File: config.mk
export PLATFORM = sky130hd
export DESIGN_NAME = circular_fifo_controller
export DESIGN_NICKNAME = d
export VERILOG_FILES = /design/src/sv/cfc_pkg.sv /design/src/sv/cfc_ram.sv /design/src/sv/cfc_ptr.sv /design/src/sv/circular_fifo_controller.sv
export SDC_FILE = /design/constraint.sdc
export NUM_CORES = 1
export LEC_CHECK = 0
export CORE_MARGIN = 2
export CORE_UTILIZATION = 35
export DETAILED_ROUTE_END_ITERATION = 8
export DONT_BUFFER_PORTS = 1
export SYNTH_ARGS = -nofsm -noshare
export SYNTH_HDL_FRONTEND = slang
export SYNTH_HIERARCHICAL = 1
export SYNTH_SLANG_ARGS = --single-unit
File: constraint.sdc
create_clock -name clk_i -period 6.6 [get_ports clk_i]
set_input_delay 0.33 -clock clk_i [delete_from_list [all_inputs] [get_ports clk_i]]
set_output_delay 0.33 -clock clk_i [all_outputs]
set_load 0.05 [all_outputs]
File: src/sv/cfc_pkg.sv
// ----------------------------------------------------------------------------
// cfc_pkg
// Shared types and constants for the circular FIFO controller: sizes,
// operation and status codes, and the result record that passes from the
// pointer unit to the top level.
// ----------------------------------------------------------------------------
`default_nettype none

package cfc_pkg;

  localparam int unsigned Depth     = 16;
  localparam int unsigned DataWidth = 32;
  localparam int unsigned PtrWidth  = $clog2(Depth);
  localparam int unsigned LenWidth  = 5;
  localparam int unsigned FillWidth = 4;
  localparam int unsigned PaddrWidth = 3;
  localparam int unsigned PdataWidth = 32;

  localparam logic [LenWidth-1:0] LenReset = LenWidth'(Depth);
  localparam logic [LenWidth-1:0] LenMin   = LenWidth'(2);
  localparam logic [LenWidth-1:0] LenMax   = LenWidth'(Depth);

  localparam logic [PaddrWidth-3:0] RegFifoLength = '0;

  typedef enum logic [1:0] {
    KIND_PUSH  = 2'd0,
    KIND_POP   = 2'd1,
    KIND_CLEAR = 2'd2,
    KIND_PEEK  = 2'd3
  } kind_e;

  typedef enum logic [1:0] {
    STATUS_OK    = 2'd0,
    STATUS_FULL  = 2'd1,
    STATUS_EMPTY = 2'd2
  } status_e;

  typedef struct packed {
    status_e                status;
    logic                   head_valid;
    logic                   prev_valid;
    logic                   prev_fwd;
    logic [DataWidth-1:0]   fwd_data;
    logic [FillWidth-1:0]   fill;
    logic                   empty;
  } rsp_t;

endpackage

`default_nettype wire

File: src/sv/cfc_ram.sv
// ----------------------------------------------------------------------------
// cfc_ram
// Generic synchronous RAM with one write port and two read ports. Read data
// is registered and shows the contents before a write in the same cycle.
// ----------------------------------------------------------------------------
`default_nettype none

module cfc_ram #(
  parameter int unsigned Width = 32,
  parameter int unsigned Depth = 16
) (
  input  wire logic                     clk_i,
  input  wire logic                     we_i,
  input  wire logic [$clog2(Depth)-1:0] waddr_i,
  input  wire logic [Width-1:0]         wdata_i,
  input  wire logic [$clog2(Depth)-1:0] raddr_a_i,
  input  wire logic [$clog2(Depth)-1:0] raddr_b_i,
  output logic      [Width-1:0]         rdata_a_o,
  output logic      [Width-1:0]         rdata_b_o
);

  logic [Width-1:0] mem_q [Depth];

  always_ff @(posedge clk_i) begin
    if (we_i) begin
      mem_q[waddr_i] <= wdata_i;
    end
    rdata_a_o <= mem_q[raddr_a_i];
    rdata_b_o <= mem_q[raddr_b_i];
  end

endmodule

`default_nettype wire

File: src/sv/cfc_ptr.sv
// ----------------------------------------------------------------------------
// cfc_ptr
// Pointer unit: holds the read and write pointers, decodes each operation,
// drives the slot RAM addresses and registers the result record.
// ----------------------------------------------------------------------------
`default_nettype none

module cfc_ptr (
  input  wire logic                           clk_i,
  input  wire logic                           rst_ni,
  input  wire logic                           accept_i,
  input  wire logic [1:0]                     kind_i,
  input  wire logic [cfc_pkg::DataWidth-1:0]  push_data_i,
  input  wire logic [cfc_pkg::LenWidth-1:0]   length_i,
  output logic                                we_o,
  output logic      [cfc_pkg::PtrWidth-1:0]   waddr_o,
  output logic      [cfc_pkg::DataWidth-1:0]  wdata_o,
  output logic      [cfc_pkg::PtrWidth-1:0]   raddr_head_o,
  output logic      [cfc_pkg::PtrWidth-1:0]   raddr_prev_o,
  output logic                                done_o,
  output cfc_pkg::rsp_t                       rsp_o
);

  import cfc_pkg::*;

  logic [PtrWidth-1:0] rd_ptr_q, rd_ptr_d;
  logic [PtrWidth-1:0] wr_ptr_q, wr_ptr_d;
  logic                done_q;
  rsp_t                rsp_q, rsp_d;

  logic [LenWidth-1:0] ring_len;
  logic [LenWidth-1:0] wr_inc_w, rd_inc_w;
  logic [PtrWidth-1:0] wr_next, rd_next, prev_ptr;
  logic [LenWidth-1:0] fill_sum;
  logic                was_empty, now_empty, push_ok;
  kind_e               kind;
  status_e             status;

  always_comb begin
    if (length_i < LenMin) begin
      ring_len = LenMin;
    end else if (length_i > LenMax) begin
      ring_len = LenMax;
    end else begin
      ring_len = length_i;
    end
  end

  always_comb begin
    wr_inc_w = LenWidth'(wr_ptr_q) + LenWidth'(1);
    rd_inc_w = LenWidth'(rd_ptr_q) + LenWidth'(1);
    wr_next  = (wr_inc_w >= ring_len) ? '0 : wr_inc_w[PtrWidth-1:0];
    rd_next  = (rd_inc_w >= ring_len) ? '0 : rd_inc_w[PtrWidth-1:0];
  end

  always_comb begin
    kind      = kind_e'(kind_i);
    was_empty = (rd_ptr_q == wr_ptr_q);
    push_ok   = 1'b0;
    status    = STATUS_OK;
    rd_ptr_d  = rd_ptr_q;
    wr_ptr_d  = wr_ptr_q;
    case (kind)
      KIND_PUSH: begin
        if (wr_next == rd_ptr_q) begin
          status = STATUS_FULL;
        end else begin
          push_ok  = 1'b1;
          wr_ptr_d = wr_next;
        end
      end
      KIND_POP: begin
        if (was_empty) begin
          status = STATUS_EMPTY;
        end else begin
          rd_ptr_d = rd_next;
        end
      end
      KIND_CLEAR: begin
        rd_ptr_d = wr_ptr_q;
      end
      default: begin
      end
    endcase
  end

  always_comb begin
    now_empty = (rd_ptr_d == wr_ptr_d);
    if (rd_ptr_d == '0) begin
      prev_ptr = PtrWidth'(ring_len - LenWidth'(1));
    end else begin
      prev_ptr = rd_ptr_d - PtrWidth'(1);
    end
    if (wr_ptr_d >= rd_ptr_d) begin
      fill_sum = LenWidth'(wr_ptr_d) - LenWidth'(rd_ptr_d);
    end else begin
      fill_sum = LenWidth'(wr_ptr_d) + ring_len - LenWidth'(rd_ptr_d);
    end
  end

  always_comb begin
    rsp_d.status     = status;
    rsp_d.head_valid = !was_empty;
    rsp_d.prev_valid = (prev_ptr != wr_ptr_d) && !now_empty;
    rsp_d.prev_fwd   = push_ok && (prev_ptr == wr_ptr_q);
    rsp_d.fwd_data   = push_data_i;
    rsp_d.fill       = fill_sum[FillWidth-1:0];
    rsp_d.empty      = now_empty;
  end

  assign we_o         = accept_i && push_ok;
  assign waddr_o      = wr_ptr_q;
  assign wdata_o      = push_data_i;
  assign raddr_head_o = rd_ptr_q;
  assign raddr_prev_o = prev_ptr;

  always_ff @(posedge clk_i or negedge rst_ni) begin
    if (!rst_ni) begin
      rd_ptr_q <= '0;
      wr_ptr_q <= '0;
      done_q   <= 1'b0;
    end else begin
      done_q <= accept_i;
      if (accept_i) begin
        rd_ptr_q <= rd_ptr_d;
        wr_ptr_q <= wr_ptr_d;
      end
    end
  end

  always_ff @(posedge clk_i) begin
    if (accept_i) begin
      rsp_q <= rsp_d;
    end
  end

  assign done_o = done_q;
  assign rsp_o  = rsp_q;

endmodule

`default_nettype wire

File: src/sv/circular_fifo_controller.sv
// ----------------------------------------------------------------------------
// circular_fifo_controller
// Circular FIFO over a ring of configurable length with one slot kept free.
// Operations are push, pop, clear and peek; each one returns a status, the
// head word, the word behind the head, the fill count and an empty flag.
//
//   Channel   Handshake                      Payload
//   -------   ----------------------------   ---------------------------------
//   command   start, busy                    kind_i, push_data_i
//   result    done_o (one-cycle strobe)      status_o, head_data_o,
//                                            previous_data_o, previous_valid_o,
//                                            fill_count_o, is_empty_o
//   config    psel, penable, pwrite, pready  paddr, pwdata, prdata
//
// One operation is accepted every cycle; busy is never raised. The result of
// a transaction appears in the cycle after acceptance, through the registered
// read of the slot RAM. A push writes the RAM in the accepting cycle, so the
// next transaction reads the new word; a write into the slot behind the head
// is forwarded. Reset clears both pointers and sets the length to sixteen;
// the slot RAM is not cleared. The receiver cannot stall the result strobe.
// ----------------------------------------------------------------------------
`default_nettype none

module circular_fifo_controller (
  input  wire logic                             clk_i,
  input  wire logic                             rst_ni,
  input  wire logic                             start,
  output logic                                  busy,
  input  wire logic [1:0]                       kind_i,
  input  wire logic [cfc_pkg::DataWidth-1:0]    push_data_i,
  output logic                                  done_o,
  output logic      [1:0]                       status_o,
  output logic      [cfc_pkg::DataWidth-1:0]    head_data_o,
  output logic      [cfc_pkg::DataWidth-1:0]    previous_data_o,
  output logic                                  previous_valid_o,
  output logic      [cfc_pkg::FillWidth-1:0]    fill_count_o,
  output logic                                  is_empty_o,
  input  wire logic                             psel,
  input  wire logic                             penable,
  input  wire logic                             pwrite,
  input  wire logic [cfc_pkg::PaddrWidth-1:0]   paddr,
  input  wire logic [cfc_pkg::PdataWidth-1:0]   pwdata,
  output logic      [cfc_pkg::PdataWidth-1:0]   prdata,
  output logic                                  pready
);

  import cfc_pkg::*;

  logic [LenWidth-1:0]  length_q;
  logic                 accept;
  logic                 cfg_write;
  logic                 we;
  logic [PtrWidth-1:0]  waddr, raddr_head, raddr_prev;
  logic [DataWidth-1:0] wdata, rdata_head, rdata_prev;
  rsp_t                 rsp;

  assign busy      = 1'b0;
  assign pready    = 1'b1;
  assign accept    = start && !busy;
  assign cfg_write = psel && penable && pwrite && pready;

  always_ff @(posedge clk_i or negedge rst_ni) begin
    if (!rst_ni) begin
      length_q <= LenReset;
    end else if (cfg_write && (paddr[PaddrWidth-1:2] == RegFifoLength)) begin
      length_q <= pwdata[LenWidth-1:0];
    end
  end

  always_comb begin
    prdata = '0;
    if (paddr[PaddrWidth-1:2] == RegFifoLength) begin
      prdata = PdataWidth'(length_q);
    end
  end

  cfc_ptr u_ptr (
    .clk_i        (clk_i),
    .rst_ni       (rst_ni),
    .accept_i     (accept),
    .kind_i       (kind_i),
    .push_data_i  (push_data_i),
    .length_i     (length_q),
    .we_o         (we),
    .waddr_o      (waddr),
    .wdata_o      (wdata),
    .raddr_head_o (raddr_head),
    .raddr_prev_o (raddr_prev),
    .done_o       (done_o),
    .rsp_o        (rsp)
  );

  cfc_ram #(
    .Width (DataWidth),
    .Depth (Depth)
  ) u_ram (
    .clk_i     (clk_i),
    .we_i      (we),
    .waddr_i   (waddr),
    .wdata_i   (wdata),
    .raddr_a_i (raddr_head),
    .raddr_b_i (raddr_prev),
    .rdata_a_o (rdata_head),
    .rdata_b_o (rdata_prev)
  );

  always_comb begin
    status_o         = rsp.status;
    head_data_o      = rsp.head_valid ? rdata_head : '0;
    previous_valid_o = rsp.prev_valid;
    if (!rsp.prev_valid) begin
      previous_data_o = '0;
    end else if (rsp.prev_fwd) begin
      previous_data_o = rsp.fwd_data;
    end else begin
      previous_data_o = rdata_prev;
    end
    fill_count_o = rsp.fill;
    is_empty_o   = rsp.empty;
  end

endmodule

`default_nettype wire

* After elaboration in Yosys (flattened, before gate mapping)
Memories as Yosys holds them, arrays and structs flattened. A register that Yosys moved wholly into a read port is not among the register bits. Cells that the tools add are included.
Cells by class: add/subtract/negate cells 7, $mul 0, divide/modulo/power cells 0, $lt $le $gt $ge 5, equal/unequal tests 7, shifts and indexed selects 0, muxes and demuxes 21, bitwise operators 1, reductions and logical operators 10
Operator list (number):
- 32-bit two-way mux | 3
- 4-bit two-way mux | 7
- 4-bit == test | 4
- 5-bit two-way mux | 3
- 4-bit by 1-bit adder with 5-bit output, second input constant | 2
- 5-bit >= comparator | 2
- 4-bit case mux with 2 select lines | 1
- 4-bit by 1-bit subtractor with 4-bit output, second input constant | 2
- 4-bit subtractor | 2
- 1-bit logical AND | 6
- 5-bit > comparator, second input constant | 1
- 5-bit by 2-bit < comparator with 1-bit output, second input constant | 1
- 1-bit two-way mux | 5
- 4-bit adder | 1
- 4-bit >= comparator | 1
- 4-bit zero test | 1
- 4-bit != test | 1
- 2-bit case mux with 2 select lines | 1
- 2-bit by 1-bit == test with 1-bit output, second input constant | 1
- 2-bit == test, second input constant | 1
- 1-bit zero test | 2
- 2-bit zero test | 1
- 2-bit two-way mux | 1
- 1-bit NOT | 1
Word-level totals: flip-flop bits (word level) 56, bits in latches 0, RAM bits 512, memory bits (read-only) 0, input bits 75, output and inout port bits 107, logic and storage cells 63, memories 1
Memory list:
- u_ram.mem_q | depth 16, bits a word 32, read ports 2, clocked after Yosys merged registers in 2, write ports 1, line cfc_ram.sv:22 | logic [Width-1:0] mem_q [Depth];

* Depth between registers and ports, before layout
word-level depth 11, depth in mapped cells 19, gate-level depth less buffers 19

* Cells and area by module
Netlist, hierarchy kept.
By module, submodules not included:
- cfc_ram | instances 1, cells each 1141, area each 24188.2 µm², sequential area each 16656.0 µm²
- cfc_ptr | instances 1, cells each 266, area each 3145.5 µm², sequential area each 1486.4 µm²
- circular_fifo_controller | instances 1, cells each 153, area each 1271.2 µm², sequential area each 126.4 µm²

* Worst setup path before layout
Ideal clock, no wire load.
path type reg-to-reg, start register u_ptr.wr_ptr_q[1] (netlist: u_ptr/waddr_o[1]), end memory u_ram.mem_q[0][0] (enable), setup time 0.461 ns, arrival 5.350 ns, data required time 6.139 ns, slack 0.789 ns, stages on the path, launching flop included 13, period minus slack after synthesis 5.811 ns, cell sequence dfrtp_1 > ha_1 > xor2_1 > ha_1 > a21o_1 > a31oi_1 > o21a_1 > o21ai_0 > a22oi_1 > o211ai_1 > inv_1 > or3b_2 > nor3_1
On the way: cells in the longest elaborated chain, start to end 9
Ends and longest elaborated chain:
- start, declared | line cfc_ptr.sv:27 | logic [PtrWidth-1:0] wr_ptr_q, wr_ptr_d;
- start signal, assigned | line cfc_ptr.sv:126 | wr_ptr_q <= wr_ptr_d;
- 4-bit by 1-bit adder with 5-bit output (*) | line cfc_ptr.sv:50 | wr_inc_w = LenWidth'(wr_ptr_q) + LenWidth'(1);
- 5-bit >= comparator | line cfc_ptr.sv:52 | wr_next = (wr_inc_w >= ring_len) ? '0 : wr_inc_w[PtrWidth-1:0];
- 4-bit two-way mux (*) | line cfc_ptr.sv:52
- 4-bit == test (*) | line cfc_ptr.sv:65 | if (wr_next == rd_ptr_q) begin
- 1-bit two-way mux (*) | line cfc_ptr.sv:65
- 1-bit two-way mux (*) | line cfc_ptr.sv:63 | case (kind)
- 1-bit logical AND (*) | line cfc_ptr.sv:111 | assign we_o = accept_i && push_ok;
- net we | line circular_fifo_controller.sv:52 | logic we;
- 1-bit two-way mux (*) | line cfc_ram.sv:25 | if (we_i) begin
- 1-bit two-way mux (implied by the code) (*) | line cfc_ram.sv:26 | mem_q[waddr_i] <= wdata_i;
- end, declared | line cfc_ram.sv:22
Mark *: on every way through the listed nets, which the timed path passes. The rest lies on a longest branch.

* Final worst setup path
start register u_ptr.wr_ptr_q[0] (netlist: u_ptr/waddr_o[0]), end register u_ptr.rsp_q, in the netlist u_ptr/rsp_o[4] (data pin)
On the way: cells in the longest elaborated chain, start to end 9, elaborated cells between the ends (all ways) 14, classes of those cells 4 x add/sub; 2 x order compare; 2 x eq/ne; 6 x mux
Ends and longest elaborated chain:
- 4-bit by 1-bit adder with 5-bit output | line cfc_ptr.sv:50
- 5-bit >= comparator | line cfc_ptr.sv:52
- 4-bit two-way mux | line cfc_ptr.sv:52
- 4-bit == test | line cfc_ptr.sv:65
- 4-bit two-way mux | line cfc_ptr.sv:65
- 4-bit two-way mux (*) | line cfc_ptr.sv:63
- net u_ptr.wr_ptr_d[0] | line cfc_ptr.sv:27
- 4-bit adder | line cfc_ptr.sv:97 | fill_sum = LenWidth'(wr_ptr_d) + ring_len - LenWidth'(rd_ptr_d);
- 4-bit subtractor | line cfc_ptr.sv:97
- 4-bit two-way mux (*) | line cfc_ptr.sv:94 | if (wr_ptr_d >= rd_ptr_d) begin
- net u_ptr.fill_sum[3] | line cfc_ptr.sv:34 | logic [LenWidth-1:0] fill_sum;
- end signal, assigned | line cfc_ptr.sv:133 | rsp_q <= rsp_d;
- end, declared | line cfc_ptr.sv:29 | rsp_t rsp_q, rsp_d;
Marked as above. A chain may end at the register's enable or synchronous reset.

==> reports/metrics.yaml <==
clock_network:
  cts_sinks: 632
  clk_pin_slew_worst_paths_ns: 0.06
  clk_path_buf_depth: 3
  clk-insertion-delay-late_ns: 0.60
  cts.root.buffer_cell: "clkbuf_16"
  numCtsBuffers: 67
  cts_tree: "yes"
  cts_max_level: 3
  post_cts_buffers: 0
run_status:
  status: "finished, final reports clean"
floorplanning:
  core_um2: 80680
  die_h_um: 289.9
  die_x_um: 289.9
  rows: 104
  initial_core_util: 0.3546
  die-area_um2: 84030
  io_pins: 182
worst_setup_path:
  worstSetupEndpointType: "flip-flop"
  path_buf_inv: 2
  crit_path_start_kind: "flip-flop"
  arrival_ns: 6.10
  cpPeakStageDelay_ns: 0.81
  critical-path-slowest-cell: "dfrtp_1"
  worstPathCellList: "ha_1, xor2_1, ha_1, a21o_1, a31oi_1, o211a_1, a21oi_1, o311a_1, o21ai_1, mux2_2, inv_1, ha_1, inv_1, fa_1, a21o_1, a21oi_1, nor2b_1, mux2i_1, xor2_1"
  cp_common_cell: "ha_1"
  crit_fanout: 18
  cpLargestDelayFamily: "compound AO/OA/AOI/OAI gates"
  path_class: "flip-flop to flip-flop"
  worstPathRequired_ns: 6.92
sta:
  setup_violations: 0
  slew_headroom: 0.2519
  slew_violations: 0
  period_minus_slack_ns: 5.779
  hold_viol: 0
  skew_ns: 0.02562
  post-route-period-util: 0.8755
  fmax_ghz: 0.1731
  fin_setup_tns_ns: 0
  rsz0062_at_grt: "false"
  tightestPinTransition_ns: 1.120
synth:
  synth.top_cell.area_share: 0.5816
  syn_avg_cell_area_um2: 18.34
  synth_area_leaders: "edfxtp_1 (58%), mux4_2 (20%), dfxtp_1 (4.5%)"
  yosysUniqueCellTypes: 59
  synth-seq-cells: 632
  synthTopCellsByCount: "edfxtp_1 (554), mux4_2 (256), a22oi_1 (129), buf_4 (81), nand2_1 (79)"
  synth_ff_type: "edfxtp_1"
  synth.cell_area_um2: 28600
  yosysMostFrequentCell: "edfxtp_1"
  yosysSeqAreaShare: 0.6387
  syn_inst: 1560
  synth_warnings: 6
  yosys.area.top_type: "edfxtp_1"
  synth-edff-count: 554
  async_flop_share: 0.02215
detailed_routing:
  drcViolationCount: 0
  routed_via_density: 5.596
  antenna_left: 0
  dr.pass1.iters: 7
  vias: 15076
  drt_iter0_drc: 1286
  wirelength_um: 73190
  post_drt_wl_per_cell_um: 27.17
flow_run:
  drv_cap: 0
place:
  placed_cells: 2526
  dp_hpwl_um: 39200
  place.gp.congestion: 0.7588
  place.port_buffers: 0
power_and_ir_drop:
  peakVddDrop_uv: 398.0
  power.leakage_nw: 10.57
  p_per_area_nw_per_um2: 430.1
finish:
  final_util: 0.4001
  synthToLayoutAreaGrowth_pct: 12.84
  fin_cells: 2694
  fin_nets: 1681
  fillCellCount: 7142
  drive_gt1_frac: 0.2790
global_route:
  overflow: 0
  antenna_found_initial: 2
  grtUsageTotal: 0.1732
  grt_max_degree: 134
  grt_pass1_vias: 16032
  grt_pass1_wl_um: 106500
worst_hold_path:
  worstHoldPathType: "input pin to flip-flop"
-- power breakdown --
group          internal, mW  switching [mW]  total [mW]
Sequential             4.73           0.306        5.03
Clock                  2.20            1.53        3.73
Combinational          1.91            3.21        5.12
-- final timing paths --
check | start | to | slack, ns | cells past startpoint
max reg2reg | u_ptr/waddr_o[0]$_DFFE_PN0P_ | u_ptr/rsp_o[4]$_DFFE_PP_ | 0.82 | 19
max in group asynchronous | rst_ni | u_ptr/raddr_head_o[0]$_DFFE_PN0P_ | 5.81 | 1
max | u_ptr/waddr_o[0]$_DFFE_PN0P_ | u_ptr/rsp_o[4]$_DFFE_PP_ | 0.82 | 19
min | penable | length_q[0]$_DFFE_PN0P_ | 0.04 | 2
min reg2reg | length_q[0]$_DFFE_PN0P_ | length_q[0]$_DFFE_PN0P_ | 0.60 | 1
min in group asynchronous | rst_ni | u_ptr/done_o$_DFF_PN0_ | 0.25 | 1
-- layout make-up --
cell class	instances	area (µm²)	share of cell area
clock buffer	105	2064	0.06396
antenna	3	7.507	0.0002326
timing repair buffer	87	853.3	0.02644
tap	1060	1326	0.04109
sequential	632	18280	0.5662
clock inverter	17	153.9	0.004768
multi-input combinational	770	9518	0.2949
inverter	20	77.57	0.002403
-- cell usage in the layout, fill, tap and decap left out, types with 4 or more instances in the layout --
master and count:
buf_4 38, clkbuf_16 71, nand3_1 5, edfxtp_1 554
ha_1 24, nor2b_1 33, nand3b_1 5, clkinv_2 9
nand2_1 79, and2_1 34, dfxtp_1 64, fa_1 4
mux4_2 256, inv_1 19, a22oi_1 129, clkbuf_1 18
a21o_1 4, o21ai_0 10, nor2_1 12, nor2b_4 4
nor2_4 14, a21oi_1 11, dfrtp_1 11, mux2i_1 36
mux2_2 11, and2b_2 5, buf_12 6, clkbuf_8 16
xor2_1 11, conb_1 29, xnor2_1 10, nor3_2 4
dlygate4sd3_1 42
-- logic make-up after synthesis --
logic type / Yosys count / share of synthesized area
mux: 303 / 0.2185
compound gates: 176 / 0.04562
buf+inv: 185 / 0.03832
xor+xnor: 22 / 0.006998
other cells: 2 / 0.0002625
flops: 632 / 0.6387
simple gates: 212 / 0.03836
fa+ha+maj: 28 / 0.01330
-- per-layer routing --
metal | global-route usage | vias to the layer above | wire, µm
met5 | 0 | - | 30
met4 | 0.06720 | 4 | 2358
met3 | 0.03631 | 135 | 4837
met2 | 0.3034 | 555 | 37740
met1 | 0.2097 | 8029 | 28220
li1 | - | 6353 | -
-- per-stage QoR --
stage / cell area (µm²) / worst slack, ns / power [mW] / hold WS [ns]
6_report: 32280 / 0.8214 / 13.88 / 0.04412
5_1_grt: 32270 / 0.4654 / 14.48 / 0.04298
4_1_cts: 32270 / 0.8486 / 14.02 / 0.008091
3_5_place_dp: 29600 / 0.8966 / 10.18 / 0.03481
3_3_place_gp: 29600 / 0.8756 / 10.15 / 0.03480
2_1_floorplan: 28710 / 0.7895 / 8.867 / 0.03441
-- timing repair --
| item | CTS | global route |
|---|---|---|
| endpoints found under the hold margin | 610 | 0 |
| hold buffers | 43 | 0 |
| setup endpoints to repair | 0 | 0 |
| gates resized for setup | 0 | 0 |
-- sequential cells by signal (all words and copies together) (netlist names) --
name / flops
length_q: 5
u_ptr/waddr_o: 4
u_ptr/raddr_head_o: 4
u_ram/rdata_a_o: 32
u_ram/mem_q: 512
u_ptr/rsp_o: 42
u_ptr/done_o: 1
u_ram/rdata_b_o: 32
Power figures use the tool's default switching activity.
